`src/rtl/gpm_pkg.sv`:
```
// Shared types, character codes and path-normalizer functions for the glob path matcher.
// Used by gpm_comp, gpm_nfa and glob_path_matcher; depends on nothing else.
`timescale 1ns / 1ps

package gpm_pkg;

  // Input item kinds carried in the slave tuser field.
  localparam logic [1:0] MODE_PAT  = 2'd0;
  localparam logic [1:0] MODE_PATH = 2'd1;
  localparam logic [1:0] MODE_END  = 2'd2;
  localparam logic [1:0] MODE_CLR  = 2'd3;

  // Configuration register indexes.
  localparam logic [1:0] CFG_CASE_FOLD = 2'd0;
  localparam logic [1:0] CFG_NORMALIZE = 2'd1;

  localparam logic [7:0] CH_SLASH  = 8'h2F;
  localparam logic [7:0] CH_BSLASH = 8'h5C;
  localparam logic [7:0] CH_COLON  = 8'h3A;
  localparam logic [7:0] CH_STAR   = 8'h2A;
  localparam logic [7:0] CH_QMARK  = 8'h3F;

  typedef enum logic [2:0] {
    TK_LIT,
    TK_ONE,
    TK_STAR,
    TK_GS_ENTRY,
    TK_GS_LOOP
  } kind_e;

  // Normalizer state: up to three bytes held while the drive prefix is undecided.
  typedef struct packed {
    logic [2:0][7:0] la;
    logic [1:0]      cnt;
    logic            front_done;
    logic            pending;
  } norm_st_t;

  // One normalizer step: new state and up to four bytes emitted.
  typedef struct packed {
    norm_st_t        st;
    logic [3:0][7:0] b;
    logic [2:0]      n;
  } norm_res_t;

  // Automaton controls issued by the top level.
  typedef struct packed {
    logic init;
    logic step;
    logic fold;
    logic subtree;
  } nfa_ctl_t;

  function automatic logic is_alpha(logic [7:0] c);
    return ((c >= 8'h61) && (c <= 8'h7A)) || ((c >= 8'h41) && (c <= 8'h5A));
  endfunction

  function automatic logic [7:0] to_low(logic [7:0] c);
    return ((c >= 8'h41) && (c <= 8'h5A)) ? (c + 8'd32) : c;
  endfunction

  function automatic kind_e kind_of(logic [7:0] c);
    if (c == CH_STAR) return TK_STAR;
    if (c == CH_QMARK) return TK_ONE;
    return TK_LIT;
  endfunction

  function automatic norm_res_t nrm_emit(norm_res_t r, logic [7:0] c);
    norm_res_t o;
    o = r;
    if (o.n < 3'd4) o.b[o.n[1:0]] = c;
    o.n = o.n + 3'd1;
    return o;
  endfunction

  function automatic norm_res_t nrm_flush(norm_res_t r);
    norm_res_t  o;
    logic [1:0] k;
    logic [1:0] j;
    o = r;
    k = r.st.cnt;
    j = 2'd0;
    if ((k >= 2'd2) && (o.st.la[0] == CH_SLASH) && is_alpha(o.st.la[1]) &&
        ((k == 2'd2) || (o.st.la[2] == CH_SLASH))) begin
      o = nrm_emit(o, to_low(o.st.la[1]));
      o = nrm_emit(o, CH_COLON);
      j = 2'd2;
    end else if ((k >= 2'd2) && is_alpha(o.st.la[0]) && (o.st.la[1] == CH_COLON)) begin
      o = nrm_emit(o, to_low(o.st.la[0]));
      j = 2'd1;
    end
    for (int m = 0; m < 3; m++) begin
      if ((2'(m) >= j) && (2'(m) < k)) o = nrm_emit(o, o.st.la[m]);
    end
    o.st.cnt        = 2'd0;
    o.st.front_done = 1'b1;
    return o;
  endfunction

  function automatic norm_res_t nrm_put(norm_res_t r, logic [7:0] c);
    norm_res_t o;
    o = r;
    if (o.st.front_done) begin
      o = nrm_emit(o, c);
    end else begin
      if (o.st.cnt < 2'd3) begin
        o.st.la[o.st.cnt] = c;
        o.st.cnt = o.st.cnt + 2'd1;
      end
      if (o.st.cnt == 2'd3) o = nrm_flush(o);
    end
    return o;
  endfunction

  function automatic norm_res_t nrm_push(norm_st_t st, logic [7:0] c);
    norm_res_t  r;
    logic [7:0] bb;
    r.st = st;
    r.b  = '0;
    r.n  = 3'd0;
    bb   = (c == CH_BSLASH) ? CH_SLASH : c;
    if (bb == CH_SLASH) begin
      r.st.pending = 1'b1;
    end else begin
      if (r.st.pending) begin
        r = nrm_put(r, CH_SLASH);
        r.st.pending = 1'b0;
      end
      r = nrm_put(r, bb);
    end
    return r;
  endfunction

  function automatic norm_res_t nrm_finish(norm_st_t st);
    norm_res_t r;
    r.st = st;
    r.b  = '0;
    r.n  = 3'd0;
    if (r.st.pending && !r.st.front_done && (r.st.cnt == 2'd0)) r = nrm_put(r, CH_SLASH);
    if (!r.st.front_done) r = nrm_flush(r);
    r.st = '0;
    return r;
  endfunction

endpackage

```
`src/rtl/glob_path_matcher.sv`:
```
// Glob path matcher top level: stream ports, item register, path normalizer and result register.
// Depends on gpm_pkg, gpm_comp and gpm_nfa.
`timescale 1ns / 1ps

// Pattern bytes (tuser mode 0) are appended to a store of MaxPattern bytes; mode 3 clears it.
// Path bytes (mode 1) are matched against the pattern by a position automaton that advances
// one normalized byte per cycle, and end of path (mode 2) yields one beat on the master side
// with the match bit and the pattern overflow flag. When normalization is on, a path beat
// that turns into more than one normalized byte holds the input until the queue is down to
// the byte being consumed, since the automaton takes a single byte per cycle. The first path
// or end beat after a pattern change or a finished path starts a compile pass, which reads
// the stored pattern bytes one at a time through the single read port of the pattern memory
// and, with normalization on, also emits each normalized pattern byte and the final flush;
// that beat waits until the pass is done. End of path loads its result into the output
// register once the queued normalized bytes are consumed and the register is free, and the
// beat behind it waits until the result sits in the output register. The case-folding and
// normalize_paths settings are sampled at the start of each path.
module glob_path_matcher import gpm_pkg::*; #(
  parameter int MaxPattern = 64
) (
  input  logic       clk_i,
  input  logic       rst_ni,
  input  logic       s_axis_tvalid,
  output logic       s_axis_tready,
  input  logic [7:0] s_axis_tdata,   // [7:0] byte_value
  input  logic [1:0] s_axis_tuser,   // [1:0] mode
  output logic       m_axis_tvalid,
  input  logic       m_axis_tready,
  output logic [7:0] m_axis_tdata,   // [0] matched, [7:1] zero
  output logic       m_axis_tuser,   // [0] pattern_overflow
  input  logic       cfg_valid_i,
  output logic       cfg_ready_o,
  input  logic [1:0] cfg_index_i,
  input  logic       cfg_data_i
);

  localparam int LW = $clog2(MaxPattern + 1);

  logic            fold_cfg_q, norm_cfg_q;
  logic            use_fold_q, use_norm_q;
  logic            it_vld_q, it_vld_d;
  logic [1:0]      it_mode_q;
  logic [7:0]      it_byte_q;
  logic            in_path_q, in_path_d;
  logic            end_pend_q, end_pend_d;
  norm_st_t        pst_q, pst_d;
  logic [3:0][7:0] q_b_q, q_b_d;
  logic [2:0]      q_n_q, q_n_d;
  logic            out_vld_q, out_match_q, out_ovf_q;

  logic            eng_ok, need_start, start_cmp, item_done;
  logic            do_pat, do_clr, do_path, do_end;
  logic            pop, out_load;
  norm_res_t       nr_push, nr_fin;

  logic                        cmp_busy, cmp_done;
  logic [MaxPattern-1:0][7:0]  cmp_pat;
  kind_e [MaxPattern-1:0]      cmp_kind;
  logic [LW-1:0]               cmp_clen;
  logic                        cmp_ends, cmp_gs, cmp_ovf, cmp_sub;
  nfa_ctl_t                    nfa_ctl;
  logic                        nfa_match;

  // The input register frees as soon as its beat is retired, so a new beat enters each cycle
  // unless the held beat is stalled. A queue of at most four normalized bytes feeds the automaton;
  // a path beat is taken once the queue holds no more than the byte being consumed in this cycle.
  assign need_start = ((it_mode_q == MODE_PATH) || (it_mode_q == MODE_END)) && !in_path_q;
  assign eng_ok     = it_vld_q && (q_n_q <= 3'd1) && !end_pend_q && !cmp_busy;
  assign start_cmp  = eng_ok && need_start;
  assign item_done  = eng_ok && !need_start;
  assign do_pat     = item_done && (it_mode_q == MODE_PAT);
  assign do_clr     = item_done && (it_mode_q == MODE_CLR);
  assign do_path    = item_done && (it_mode_q == MODE_PATH);
  assign do_end     = item_done && (it_mode_q == MODE_END);
  assign pop        = (q_n_q != 3'd0);
  assign out_load   = end_pend_q && (q_n_q == 3'd0) && (!out_vld_q || m_axis_tready);

  assign s_axis_tready = !it_vld_q || item_done;
  assign cfg_ready_o   = 1'b1;

  assign nr_push = nrm_push(pst_q, it_byte_q);
  assign nr_fin  = nrm_finish(pst_q);

  always_comb begin
    it_vld_d   = it_vld_q;
    in_path_d  = in_path_q;
    end_pend_d = end_pend_q;
    pst_d      = pst_q;
    q_b_d      = q_b_q;
    q_n_d      = q_n_q;
    if (s_axis_tready) it_vld_d = s_axis_tvalid;
    if (pop) begin
      q_b_d = q_b_q >> 8;
      q_n_d = q_n_q - 3'd1;
    end
    if (do_pat || do_clr || start_cmp) q_n_d = 3'd0;
    if (start_cmp) pst_d = '0;
    if (do_path) begin
      if (use_norm_q) begin
        pst_d = nr_push.st;
        q_b_d = nr_push.b;
        q_n_d = nr_push.n;
      end else begin
        q_b_d = {24'd0, it_byte_q};
        q_n_d = 3'd1;
      end
    end
    if (do_end) begin
      end_pend_d = 1'b1;
      if (use_norm_q) begin
        pst_d = nr_fin.st;
        q_b_d = nr_fin.b;
        q_n_d = nr_fin.n;
      end
    end
    if (cmp_done) in_path_d = 1'b1;
    if (do_pat || do_clr) in_path_d = 1'b0;
    if (out_load) begin
      in_path_d  = 1'b0;
      end_pend_d = 1'b0;
    end
  end

  always_ff @(posedge clk_i or negedge rst_ni) begin
    if (!rst_ni) begin
      fold_cfg_q <= 1'b0;
      norm_cfg_q <= 1'b0;
      use_fold_q <= 1'b0;
      use_norm_q <= 1'b0;
      it_vld_q   <= 1'b0;
      in_path_q  <= 1'b0;
      end_pend_q <= 1'b0;
      pst_q      <= '0;
      q_n_q      <= '0;
      out_vld_q  <= 1'b0;
    end else begin
      if (cfg_valid_i) begin
        if (cfg_index_i == CFG_CASE_FOLD) fold_cfg_q <= cfg_data_i;
        if (cfg_index_i == CFG_NORMALIZE) norm_cfg_q <= cfg_data_i;
      end
      if (start_cmp) begin
        use_fold_q <= fold_cfg_q;
        use_norm_q <= norm_cfg_q;
      end
      it_vld_q   <= it_vld_d;
      in_path_q  <= in_path_d;
      end_pend_q <= end_pend_d;
      pst_q      <= pst_d;
      q_n_q      <= q_n_d;
      if (out_load) out_vld_q <= 1'b1;
      else if (m_axis_tready) out_vld_q <= 1'b0;
    end
  end

  always_ff @(posedge clk_i) begin
    if (s_axis_tready && s_axis_tvalid) begin
      it_mode_q <= s_axis_tuser;
      it_byte_q <= s_axis_tdata;
    end
    q_b_q <= q_b_d;
    if (out_load) begin
      out_match_q <= nfa_match;
      out_ovf_q   <= cmp_ovf;
    end
  end

  gpm_comp #(
    .MaxPattern (MaxPattern)
  ) u_comp (
    .clk_i        (clk_i),
    .rst_ni       (rst_ni),
    .wr_i         (do_pat),
    .wr_byte_i    (it_byte_q),
    .clr_i        (do_clr),
    .start_i      (start_cmp),
    .use_norm_i   (start_cmp ? norm_cfg_q : use_norm_q),
    .busy_o       (cmp_busy),
    .done_o       (cmp_done),
    .pat_o        (cmp_pat),
    .kind_o       (cmp_kind),
    .clen_o       (cmp_clen),
    .ends_slash_o (cmp_ends),
    .gs_tail_o    (cmp_gs),
    .overflow_o   (cmp_ovf),
    .subtree_o    (cmp_sub)
  );

  assign nfa_ctl.init    = cmp_done;
  assign nfa_ctl.step    = pop;
  assign nfa_ctl.fold    = use_fold_q;
  assign nfa_ctl.subtree = cmp_sub;

  gpm_nfa #(
    .MaxPattern (MaxPattern)
  ) u_nfa (
    .clk_i        (clk_i),
    .rst_ni       (rst_ni),
    .ctl_i        (nfa_ctl),
    .byte_i       (q_b_q[0]),
    .pat_i        (cmp_pat),
    .kind_i       (cmp_kind),
    .clen_i       (cmp_clen),
    .ends_slash_i (cmp_ends),
    .gs_tail_i    (cmp_gs),
    .matched_o    (nfa_match)
  );

  assign m_axis_tvalid = out_vld_q;
  assign m_axis_tdata  = {7'd0, out_match_q};
  assign m_axis_tuser  = out_ovf_q;

  // No beat is retired while the compiler owns the pattern store.
  assert property (@(posedge clk_i) disable iff (!rst_ni) cmp_busy |-> !item_done)
    else $error("beat retired during compile");

  // An end of path waiting for its result always belongs to a live path.
  assert property (@(posedge clk_i) disable iff (!rst_ni) end_pend_q |-> in_path_q)
    else $error("pending end without a path");

  // The normalized byte queue never grows past its four entries.
  assert property (@(posedge clk_i) disable iff (!rst_ni) q_n_q <= 3'd4)
    else $error("byte queue overrun");

  // A new result beat only ever follows a pending end of path.
  assert property (@(posedge clk_i) disable iff (!rst_ni)
                   $rose(m_axis_tvalid) |-> $past(end_pend_q))
    else $error("result without end of path");

endmodule

```
`src/rtl/gpm_comp.sv`:
```
// Pattern store and compiler: keeps raw pattern bytes and builds the token table at path start.
// Depends on gpm_pkg for the normalizer functions and token kinds.
`timescale 1ns / 1ps

module gpm_comp import gpm_pkg::*; #(
  parameter int MaxPattern = 64
) (
  input  logic                                clk_i,
  input  logic                                rst_ni,
  input  logic                                wr_i,
  input  logic [7:0]                          wr_byte_i,
  input  logic                                clr_i,
  input  logic                                start_i,
  input  logic                                use_norm_i,
  output logic                                busy_o,
  output logic                                done_o,
  output logic [MaxPattern-1:0][7:0]          pat_o,
  output kind_e [MaxPattern-1:0]              kind_o,
  output logic [$clog2(MaxPattern+1)-1:0]     clen_o,
  output logic                                ends_slash_o,
  output logic                                gs_tail_o,
  output logic                                overflow_o,
  output logic                                subtree_o
);

  localparam int AW = $clog2(MaxPattern);
  localparam int LW = $clog2(MaxPattern + 1);

  localparam logic [2:0] C_IDLE  = 3'd0;
  localparam logic [2:0] C_READ  = 3'd1;
  localparam logic [2:0] C_PUSH  = 3'd2;
  localparam logic [2:0] C_DRAIN = 3'd3;
  localparam logic [2:0] C_FIN   = 3'd4;
  localparam logic [2:0] C_DONE  = 3'd5;

  logic [7:0]            mem_q [MaxPattern];
  logic [7:0]            rd_q;
  logic [LW-1:0]         plen_q, plen_d;
  logic                  ovf_q, ovf_d;
  logic                  sub_q, sub_d;

  logic [2:0]            st_q, st_d;
  logic [LW-1:0]         cidx_q, cidx_d;
  norm_st_t              nst_q, nst_d;
  logic [3:0][7:0]       cb_q, cb_d;
  logic [2:0]            cn_q, cn_d;
  logic [2:0]            ck_q, ck_d;
  logic                  fin_q, fin_d;
  norm_res_t             nr_push, nr_fin;

  logic [MaxPattern-1:0][7:0] pat_q;
  kind_e [MaxPattern-1:0]     kind_q;
  logic [LW-1:0]         clen_q, clen_d;
  logic                  unp_q, unp_d;
  logic                  ends_q, ends_d;
  logic                  gs_q, gs_d;
  logic                  app_v;
  logic [7:0]            app_b;
  logic                  can_app;
  logic                  pair;
  logic [AW-1:0]         aidx;

  // Raw pattern memory: one write port, one registered read port.
  always_ff @(posedge clk_i) begin
    if (wr_i && (plen_q < LW'(MaxPattern))) mem_q[plen_q[AW-1:0]] <= wr_byte_i;
    rd_q <= mem_q[cidx_q[AW-1:0]];
  end

  always_comb begin
    plen_d = plen_q;
    ovf_d  = ovf_q;
    sub_d  = sub_q;
    if (clr_i) begin
      plen_d = '0;
      ovf_d  = 1'b0;
      sub_d  = 1'b0;
    end else if (wr_i) begin
      if (plen_q < LW'(MaxPattern)) plen_d = plen_q + LW'(1);
      else ovf_d = 1'b1;
      sub_d = (wr_byte_i == CH_SLASH);
    end
  end

  always_comb begin
    st_d    = st_q;
    cidx_d  = cidx_q;
    nst_d   = nst_q;
    cb_d    = cb_q;
    cn_d    = cn_q;
    ck_d    = ck_q;
    fin_d   = fin_q;
    app_v   = 1'b0;
    app_b   = rd_q;
    nr_push = nrm_push(nst_q, rd_q);
    nr_fin  = nrm_finish(nst_q);
    unique case (st_q)
      C_IDLE: begin
        if (start_i) begin
          st_d   = C_READ;
          cidx_d = '0;
          nst_d  = '0;
          fin_d  = 1'b0;
        end
      end
      C_READ: begin
        if (cidx_q < plen_q) st_d = C_PUSH;
        else if (use_norm_i) st_d = C_FIN;
        else st_d = C_DONE;
      end
      C_PUSH: begin
        cidx_d = cidx_q + LW'(1);
        if (use_norm_i) begin
          nst_d = nr_push.st;
          cb_d  = nr_push.b;
          cn_d  = nr_push.n;
          ck_d  = 3'd0;
          st_d  = (nr_push.n == 3'd0) ? C_READ : C_DRAIN;
        end else begin
          app_v = 1'b1;
          st_d  = C_READ;
        end
      end
      C_DRAIN: begin
        app_v = 1'b1;
        app_b = cb_q[ck_q[1:0]];
        ck_d  = ck_q + 3'd1;
        if ((ck_q + 3'd1) == cn_q) st_d = fin_q ? C_DONE : C_READ;
      end
      C_FIN: begin
        nst_d = '0;
        cb_d  = nr_fin.b;
        cn_d  = nr_fin.n;
        ck_d  = 3'd0;
        fin_d = 1'b1;
        st_d  = (nr_fin.n == 3'd0) ? C_DONE : C_DRAIN;
      end
      C_DONE: st_d = C_IDLE;
      default: st_d = C_IDLE;
    endcase
  end

  // A second star right behind an unpaired one turns the pair into a globstar.
  assign can_app = app_v && (clen_q < LW'(MaxPattern));
  assign pair    = (app_b == CH_STAR) && unp_q;
  assign aidx    = clen_q[AW-1:0];

  always_comb begin
    clen_d = clen_q;
    unp_d  = unp_q;
    ends_d = ends_q;
    gs_d   = gs_q;
    if (start_i && (st_q == C_IDLE)) begin
      clen_d = '0;
      unp_d  = 1'b0;
      ends_d = 1'b0;
      gs_d   = 1'b0;
    end else if (can_app) begin
      clen_d = clen_q + LW'(1);
      unp_d  = (app_b == CH_STAR) && !pair;
      ends_d = (app_b == CH_SLASH);
      gs_d   = pair;
    end
  end

  always_ff @(posedge clk_i) begin
    if (can_app) begin
      pat_q[aidx]  <= app_b;
      kind_q[aidx] <= pair ? TK_GS_LOOP : kind_of(app_b);
      if (pair) kind_q[aidx - AW'(1)] <= TK_GS_ENTRY;
    end
  end

  always_ff @(posedge clk_i or negedge rst_ni) begin
    if (!rst_ni) begin
      plen_q <= '0;
      ovf_q  <= 1'b0;
      sub_q  <= 1'b0;
      st_q   <= C_IDLE;
      cidx_q <= '0;
      nst_q  <= '0;
      cn_q   <= '0;
      ck_q   <= '0;
      fin_q  <= 1'b0;
      clen_q <= '0;
      unp_q  <= 1'b0;
      ends_q <= 1'b0;
      gs_q   <= 1'b0;
    end else begin
      plen_q <= plen_d;
      ovf_q  <= ovf_d;
      sub_q  <= sub_d;
      st_q   <= st_d;
      cidx_q <= cidx_d;
      nst_q  <= nst_d;
      cn_q   <= cn_d;
      ck_q   <= ck_d;
      fin_q  <= fin_d;
      clen_q <= clen_d;
      unp_q  <= unp_d;
      ends_q <= ends_d;
      gs_q   <= gs_d;
    end
  end

  always_ff @(posedge clk_i) begin
    cb_q <= cb_d;
  end

  assign busy_o       = (st_q != C_IDLE);
  assign done_o       = (st_q == C_DONE);
  assign pat_o        = pat_q;
  assign kind_o       = kind_q;
  assign clen_o       = clen_q;
  assign ends_slash_o = ends_q;
  assign gs_tail_o    = gs_q;
  assign overflow_o   = ovf_q;
  assign subtree_o    = sub_q;

endmodule

```
`src/rtl/gpm_nfa.sv`:
```
// Position automaton: one bit per pattern position, advanced by one path byte per step.
// Depends on gpm_pkg for token kinds, character codes and the control struct.
`timescale 1ns / 1ps

module gpm_nfa import gpm_pkg::*; #(
  parameter int MaxPattern = 64
) (
  input  logic                             clk_i,
  input  logic                             rst_ni,
  input  nfa_ctl_t                         ctl_i,
  input  logic [7:0]                       byte_i,
  input  logic [MaxPattern-1:0][7:0]       pat_i,
  input  kind_e [MaxPattern-1:0]           kind_i,
  input  logic [$clog2(MaxPattern+1)-1:0]  clen_i,
  input  logic                             ends_slash_i,
  input  logic                             gs_tail_i,
  output logic                             matched_o
);

  localparam int N  = MaxPattern;
  localparam int LW = $clog2(MaxPattern + 1);

  logic [N:0]   act_q, act_d;
  logic         hit_q, hit_d;
  logic [N:0]   nx, src, cl;
  logic [N:0]   end_mask, tail_mask;
  logic [N-1:0] eps, jump;
  logic         is_sl, pre_hit, post_hit;

  assign is_sl = (byte_i == CH_SLASH);

  always_comb begin
    for (int k = 0; k <= N; k++) begin
      end_mask[k]  = (k == int'(clen_i));
      tail_mask[k] = ((k + 2) == int'(clen_i));
    end
  end

  // Byte step and the epsilon edges of each position.
  always_comb begin
    nx = '0;
    for (int i = 0; i < N; i++) begin
      eps[i]  = (LW'(i) < clen_i) && ((kind_i[i] == TK_STAR) || (kind_i[i] == TK_GS_LOOP) ||
                                     (kind_i[i] == TK_GS_ENTRY));
      jump[i] = 1'b0;
      if (i + 2 < N) begin
        jump[i] = (LW'(i) < clen_i) && (kind_i[i] == TK_GS_ENTRY) &&
                  ((i + 2) < int'(clen_i)) && (pat_i[i+2] == CH_SLASH);
      end
      if (act_q[i] && (LW'(i) < clen_i)) begin
        case (kind_i[i])
          TK_STAR:    if (!is_sl) nx[i] = 1'b1;
          TK_GS_LOOP: nx[i] = 1'b1;
          TK_ONE:     if (!is_sl) nx[i+1] = 1'b1;
          TK_LIT: begin
            if (ctl_i.fold ? (to_low(pat_i[i]) == to_low(byte_i)) : (pat_i[i] == byte_i))
              nx[i+1] = 1'b1;
          end
          default: ;
        endcase
      end
    end
  end

  // Forward closure: a carry-style ripple across the positions.
  always_comb begin
    src = ctl_i.init ? {{N{1'b0}}, 1'b1} : nx;
    cl  = src;
    for (int i = 0; i < N; i++) begin
      if (cl[i] && eps[i]) cl[i+1] = 1'b1;
      if (i + 3 <= N) begin
        if (cl[i] && jump[i]) cl[i+3] = 1'b1;
      end
    end
  end

  assign pre_hit  = ctl_i.subtree && !ends_slash_i && |(act_q & end_mask) && is_sl;
  assign post_hit = ctl_i.subtree && ((ends_slash_i && |(cl & end_mask)) ||
                                      (gs_tail_i && |(cl & tail_mask)));

  always_comb begin
    act_d = act_q;
    hit_d = hit_q;
    if (ctl_i.init) begin
      act_d = cl;
      hit_d = post_hit;
    end else if (ctl_i.step) begin
      act_d = cl;
      hit_d = hit_q || pre_hit || post_hit;
    end
  end

  always_ff @(posedge clk_i or negedge rst_ni) begin
    if (!rst_ni) begin
      act_q <= {{N{1'b0}}, 1'b1};
      hit_q <= 1'b0;
    end else begin
      act_q <= act_d;
      hit_q <= hit_d;
    end
  end

  assign matched_o = hit_q || (!ctl_i.subtree && |(act_q & end_mask));

endmodule
```
`config.mk`:
```
export PLATFORM = sky130hd
export DESIGN_NAME = glob_path_matcher
export DESIGN_NICKNAME = d
export VERILOG_FILES = /design/src/rtl/gpm_pkg.sv /design/src/rtl/glob_path_matcher.sv /design/src/rtl/gpm_comp.sv /design/src/rtl/gpm_nfa.sv
export SDC_FILE = /design/constraint.sdc
export NUM_CORES = 2
export LEC_CHECK = 0
export ABC_CLOCK_PERIOD_IN_PS = 15950
export BUFFER_PORTS_ARGS = -buffer_cell sky130_fd_sc_hd__buf_2
export CAP_MARGIN = 20
export CORE_MARGIN = 2
export CORE_UTILIZATION = 55
export DETAILED_ROUTE_END_ITERATION = 10
export PLACE_DENSITY = 0.7
export SYNTH_ARGS = -nofsm -noshare
export SYNTH_HDL_FRONTEND = slang
export SYNTH_SLANG_ARGS = --single-unit
```
`constraint.sdc`:
```
create_clock -name clk_i -period 15.95 [get_ports clk_i]
set_clock_uncertainty 0.2 [all_clocks]
set_input_delay 3.19 -clock clk_i [delete_from_list [all_inputs] [get_ports clk_i]]
set_output_delay 3.19 -clock clk_i [all_outputs]
set_load 0.05 [all_outputs]
```
==> After elaboration in Yosys (flattened, before gate mapping) <==
Memories as Yosys holds them, arrays and structs flattened. A register that Yosys moved wholly into a read port is not among the register bits.
Cells that the tools add are included.
{ "totals": {"n_memories": 1, "mem_bits_rw": 512, "output_inout_bits": 12, "input_bits": 18, "ff_bits": 949} }
{ "op_classes": {"magnitude_cmp": 493, "bitwise": 24, "muxes": 1031, "eq_ne": 574, "addsub": 123, "reduce_logical": 941} }
{ "mem_list": {"columns": ["name", "depth", "width", "read_ports", "rd_clocked_by_memory_dff", "write_ports", "line_no", "source"], "rows": [
  ["u_comp.mem_q", 64, 8, 1, 1, 1, "gpm_comp.sv:36", "logic [7:0] mem_q [MaxPattern];"]
]} }
{ "op_table": {"columns": ["op", "n"], "rows": [
  ["two-way mux 63 bit", 84],
  ["two-way mux 32 bit", 56],
  ["two-way mux 35 bit", 36],
  ["bitwise mux 32 bit", 34],
  ["equality test 8 bit", 128],
  ["two-way mux 8 bit", 122],
  ["greater-or-equal comparator 8 x 7 -> 1 bit (second input constant)", 97],
  ["<= comparator 8 x 7 -> 1 bit (second input constant)", 97],
  ["equality test 8 x 6 -> 1 bit (second input constant)", 93],
  ["logical AND 1 bit", 668],
  ["adder 8 x 6 -> 8 bit (second input constant)", 81],
  ["demux 8 bit (select 2 bit)", 36],
  ["bitwise mux 512 bit", 1],
  ["< comparator 6 x 7 -> 1 bit (first input constant)", 64],
  ["two-way mux 26 bit", 16],
  ["equality test 3 x 2 -> 1 bit (second input constant)", 130],
  ["two-way mux 1 bit", 359],
  ["one-hot mux 1 bit (2 select lines)", 130],
  ["equality test 7 bit (first input constant)", 35],
  ["< comparator 5 x 7 -> 1 bit (first input constant)", 32],
  ["zero test 3 bit", 68],
  ["equality test 3 bit (second input constant)", 66],
  ["two-way mux 28 bit", 7],
  ["bitwise AND 65 bit", 3],
  ["other kinds (73)", 743]
]} }

==> Longest topological paths before layout <==
{ "depth": {"depth_word": 334, "ltp_mapped": 45} }

==> Cells and area by module <==
From an unflattened synthesis, not the netlist that was laid out.
{ "hier_totals": {"cells_unflattened": 9126, "hier_area_um2": 92535.0} }
{ "by_module_without_submodules": {"columns": ["module", "area_per_inst_um2", "cells_per_inst", "n_inst"], "rows": [
  ["gpm_comp", 56146.3, 3781, 1],
  ["gpm_nfa", 26083.8, 3905, 1],
  ["glob_path_matcher", 10304.9, 1440, 1]
]} }

==> Worst setup path before layout <==
No wires, ideal clock.
{ "synth_path": {"path_type": "reg-to-reg", "from": "reg u_comp.clen_q[3], in the netlist u_comp.clen_o[3]", "to": "reg u_nfa.hit_q", "required_time_ns": 15.614, "path_slack_ns": 5.399, "arrival_ns": 10.215, "n_path_buf": 3, "stages_incl_launch_ff": 44, "path_cell_list": "dfrtp_1 buf_2 or4_1 buf_2 o2111a_1 o2bb2a_4 o21ai_1 nor3_2 nand2_1 and2_1 or3_1 or3_1 buf_2 a311oi_2 a21oi_1 a31o_2 o22ai_1 nand3_1 [... 8 more ...] nor4_1 nor4_1 o31ai_1 nand3_2 a311oi_4 o21ai_2 o41ai_4 nand3_2 a311oi_2 o211ai_1 a221oi_2 nand2_1 a211oi_2 o32ai_1 a221oi_2 a21oi_1 o41ai_1 nand4b_1"} }
{ "synth_between": {"elab_chain_len": 142} }
{ "synth_rtl": {"columns": ["item", "line_no", "source"], "rows": [
  ["start, declared", "gpm_comp.sv:53", "logic [LW-1:0] clen_q, clen_d;"],
  ["start signal, assigned", "gpm_comp.sv:198", "clen_q <= clen_d;"],
  ["< comparator 1 x 7 -> 1 bit", "gpm_nfa.sv:43, gpm_nfa.sv:47, gpm_nfa.sv:50", null],
  ["logical AND 1 bit", "gpm_nfa.sv:50", "if (act_q[i] && (LW'(i) < clen_i)) begin"],
  ["two-way mux 2 bit", "gpm_nfa.sv:50", null],
  ["two-way mux 1 bit", "gpm_nfa.sv:52", "TK_STAR: if (!is_sl) nx[i] = 1'b1;"],
  ["one-hot mux 1 bit (2 select lines)", "gpm_nfa.sv:51", "case (kind_i[i])"],
  ["two-way mux 2 bit", "gpm_nfa.sv:50", null],
  ["two-way mux 65 bit", "gpm_nfa.sv:67", "src = ctl_i.init ? {{N{1'b0}}, 1'b1} : nx;"],
  ["two-way mux 1 bit", "gpm_nfa.sv:70", "if (cl[i] && eps[i]) cl[i+1] = 1'b1;"],
  ["[... 126 more ...]", null, null],
  ["bitwise AND 65 bit (on tied branches)", "gpm_nfa.sv:78, gpm_nfa.sv:79", null],
  ["OR reduction 65 bit (on tied branches)", "gpm_nfa.sv:78, gpm_nfa.sv:79", null],
  ["logical AND 1 bit (on tied branches)", "gpm_nfa.sv:78, gpm_nfa.sv:79", null],
  ["logical OR 1 bit", "gpm_nfa.sv:78", "assign post_hit = ctl_i.subtree && ((ends_slash_i && |(cl & end_mask)) ||"],
  ["logical AND 1 bit", "gpm_nfa.sv:78", null],
  ["logical OR 1 bit", "gpm_nfa.sv:89", "hit_d = hit_q || pre_hit || post_hit;"],
  ["two-way mux 1 bit", "gpm_nfa.sv:87", "end else if (ctl_i.step) begin"],
  ["two-way mux 1 bit (*)", "gpm_nfa.sv:84", "if (ctl_i.init) begin"],
  ["end signal, assigned", "gpm_nfa.sv:99", "hit_q <= hit_d;"],
  ["end, declared", "gpm_nfa.sv:24", "logic hit_q, hit_d;"]
]} }
Every way passes the cells marked *; elsewhere a longest branch is shown, timed or not. The select of a mux whose other input is x is not followed.
A chain may end at the register's enable or synchronous reset.

==> Worst setup path in the final report <==
{ "layout_path": {"from": "reg q_b_q[6] (netlist bit)", "to": "reg u_nfa.hit_q"} }
{ "layout_between": {"elab_chain_len": 147} }
{ "layout_rtl": {"columns": ["item", "line_no", "source"], "rows": [
  ["start, declared", "glob_path_matcher.sv:47", "logic [3:0][7:0] q_b_q, q_b_d;"],
  ["start signal, assigned", "glob_path_matcher.sv:160", "q_b_q <= q_b_d;"],
  ["greater-or-equal comparator 8 x 7 -> 1 bit / <= comparator 8 x 7 -> 1 bit (equally long branches)", "gpm_pkg.sv:59", "return ((c >= 8'h41) && (c <= 8'h5A)) ? (c + 8'd32) : c;"],
  ["logical AND 1 bit", "gpm_pkg.sv:59", null],
  ["two-way mux 8 bit", "gpm_pkg.sv:59", null],
  ["equality test 8 bit", "gpm_nfa.sv:56", "if (ctl_i.fold ? (to_low(pat_i[i]) == to_low(byte_i)) : (pat_i[i] == byte_i))"],
  ["two-way mux 1 bit (2 in a row)", "gpm_nfa.sv:56", null],
  ["one-hot mux 1 bit (2 select lines)", "gpm_nfa.sv:51", null],
  ["two-way mux 2 bit", "gpm_nfa.sv:50", null],
  ["two-way mux 1 bit", "gpm_nfa.sv:52", null],
  ["[... 130 more ...]", null, null],
  ["bitwise AND 65 bit (on tied branches)", "gpm_nfa.sv:78, gpm_nfa.sv:79", null],
  ["OR reduction 65 bit (on tied branches)", "gpm_nfa.sv:78, gpm_nfa.sv:79", null],
  ["logical AND 1 bit (on tied branches)", "gpm_nfa.sv:78, gpm_nfa.sv:79", null],
  ["logical OR 1 bit", "gpm_nfa.sv:78", null],
  ["logical AND 1 bit", "gpm_nfa.sv:78", null],
  ["logical OR 1 bit", "gpm_nfa.sv:89", null],
  ["two-way mux 1 bit", "gpm_nfa.sv:87", null],
  ["two-way mux 1 bit (*)", "gpm_nfa.sv:84", null]
]} }
Marked as above.

==> out/results.txt <==
Min Clock Period, post-route -> 14300 ps
post-CTS setup buffers -> 0
register area -> 0.0429 mm²
setup ws final -> 1650 ps
worst relative slew slack -> 11.9%
Max-cap violations -> 0
top area cells in the synthesized netlist -> edfxtp_1 (42%), dfrtp_1 (4.7%), a21oi_1 (4.6%)
Ys Warns -> 0
Congestion Overflow GR -> 0
critical path type -> reg2reg
delay of the slowest critical-path stage -> 890 ps
TNS Setup -> 0 ps
Seq cells post-synth -> 1469
failing checks -> DRC
Crit-path slowest cell -> dfxtp_4
Initial Utilization -> 55.4%
clk_lat worst skew -> 870 ps
syn avg cell area -> 9.70 µm²
drt first pass iters -> 11
HP Class -> reg2reg
crit share post-route -> 89.7%
number of buffers created by CTS -> 159
post-DR wirelength/cell -> 30.6 µm
number of fill cells -> 13.6k
Post-Synthesis Cell Area -> 0.0903 mm²
Nets -> 9365
pre-CTS WS -> 2240 ps
chip width -> 409 µm
total number of vias -> 80.7k
met2 Use GR -> 59.1%
final estimated routing congestion in global placement -> 1.06
fmax -> 69.9 MHz
total clock sinks -> 1469
Post-route DRC -> 1
CP max FO -> 33
slew at the pin closest to its max-slew limit -> 1320 ps
first-pass GRT wire length -> 510000 µm
Yosys top cell area share -> 41.9%
final setup fails -> 0
synth cell count leaders -> edfxtp_1 (1260), nand2_1 (1033), nor2_1 (987)
Clock Pin Slew Worst Setup and Hold Paths -> 60 ps
endpoints failing hold -> 0
Leak -> 0.0330 µW
Post-DRT Antenna Nets -> 0
Core Box Area -> 0.163 mm²
M1 GR Usage -> 56.3%
DP Area -> 0.0929 mm²
main flop type after synthesis -> edfxtp_1
WHS -> 259 ps
Yosys cell types -> 114
Clock Tree Buf Depth -> 3
H-tree lvl count -> 4
Seq/Total Area, Yosys -> 47.5%
status -> finished, violations left
Initial DRC Count -> 12.2k
layout cell share with drive strength beyond 1 -> 7.88%
post-CTS sizing -> 0
Hold Buf Count CTS -> 0
gr usage total -> 40.8%
Arr. time, crit path -> 14800 ps
crit path launch type -> flop
vias in the first global route -> 75.0k
Most Crowded Layer GR -> met2
Finished Core Util -> 60.3%
EDFF count, synth -> 1260
# rows -> 148
CP required -> 16450 ps
Synth area leader -> edfxtp_1
most numerous cell in the Yosys netlist -> edfxtp_1
global-route met3 utilization -> 11.3%
drt total wl -> 352000 µm
fin area -> 0.0983 mm²
RSZ-0062 raised after global routing -> no
Async SR Flop Fraction -> 11.5%
Slew Limit Fails -> 0
CTS tree -> yes
io pins -> 30
worst vdd ir -> 0.138 mV
largest net degree at the start of global routing -> 124
Via density -> 7.03
crit end category -> flop
Post-DP HPWL -> 242000 µm
Port Buffers -> 21
Power Density -> 144 mW/mm²
Post-Syn Instances -> 9312
area of the die -> 0.167 mm²
multi-input logic area -> 0.0449 mm²
CTS root buf -> clkbuf_16
Die Y -> 409 µm
initial antenna violation count -> 14
Area growth syn-to-layout -> 8.87%
## power breakdown
group | total, µW | internal (µW) | switching [µW]
registers | 5200 | 4740 | 459
clock network | 3820 | 2150 | 1670
logic | 5160 | 1380 | 3780
## path summary, 6_finish.rpt
path                               endpoint  slack [ps]  cells past startpoint              start
max                             u_nfa.hit_q        1650                     40           q_b_q[6]
max reg2reg                     u_nfa.hit_q        1650                     40           q_b_q[6]
min                            m_axis_tuser         260                      0  u_comp.overflow_o
min reg2reg                    m_axis_tuser         260                      0  u_comp.overflow_o
min in group asynchronous  u_comp.nst_q[12]        2180                      1             rst_ni
max in group asynchronous  u_comp.cidx_q[0]       11910                      2             rst_ni
## state kept, by name, summed over array words and instances (netlist names), 8 cells and up
signal         flops
pst_q             28
u_comp.rd_q        8
u_comp.pat_o     512
q_b_q             32
u_comp.cb_q       32
u_comp.kind_o    192
u_comp.mem_q     512
it_byte_q          8
u_nfa.act_q       65
u_comp.nst_q      28
## critical path, delay by kind of cell, from the launching register on
| kind | cells | cell delay (ps) |
|---|---|---|
| simple gates | 13 | 3340 |
| flops | 1 | 890 |
| compound gates | 25 | 8740 |
| xor+xnor | 1 | 300 |
| buf+inv | 1 | 600 |
## routing by layer
| layer | routed length [µm] | up-vias |
|---|---|---|
| met5 | 180 | - |
| met4 | 20400 | 20 |
| met3 | 45600 | 1159 |
| met2 | 149000 | 5585 |
| met1 | 137000 | 39300 |
| li1 | - | 34700 |
## metrics by stage
stage	power, µW	cells
2_1_floorplan	7930	9334
3_3_place_gp	10100	11200
3_5_place_dp	10200	11200
4_1_cts	13900	11500
5_1_grt	14500	11500
6_report	14200	11500
## layout make-up
class / instances / area share [%]
antenna: 6 / 0.0153
tap: 2175 / 2.77
clock inverter: 95 / 1.15
inverter: 201 / 0.775
timing repair buffer: 232 / 1.77
multi-input combinational: 7117 / 45.6
clock buffer: 196 / 4.26
sequential: 1469 / 43.6
## kinds of logic after synthesis
group	count (synthesis)	share of synthesized area (%)
simple gates	3410	18.0
mux	263	4.10
compound gates	2529	17.9
other cells	2	0.00832
fa+ha+maj	168	2.32
xor+xnor	723	7.01
buf+inv	748	3.19
flops	1469	47.5
## layout by cell type, fill, tap and decap left out, drive strengths merged, types with 63 or more instances in the layout
cell type	netlist	final
nor4	146	146
xor2	304	304
clkinv	2	73
o221ai	191	191
a21oi	822	822
a22oi	82	82
and2	63	63
o211ai	109	109
buf	114	231
ha	167	167
mux2i	131	131
dfrtp	168	168
inv	199	204
nand4	133	133
o21ai	553	553
a31oi	80	80
o22ai	192	192
nor4b	73	73
nor3	242	242
edfxtp	1260	1260
nor2b	163	163
nand3	212	212
mux4	80	80
nor2	987	987
nand2b	83	83
nand2	1033	1033
clkbuf	433	197
xnor2	419	419
(Power assumes the default switching activity.)
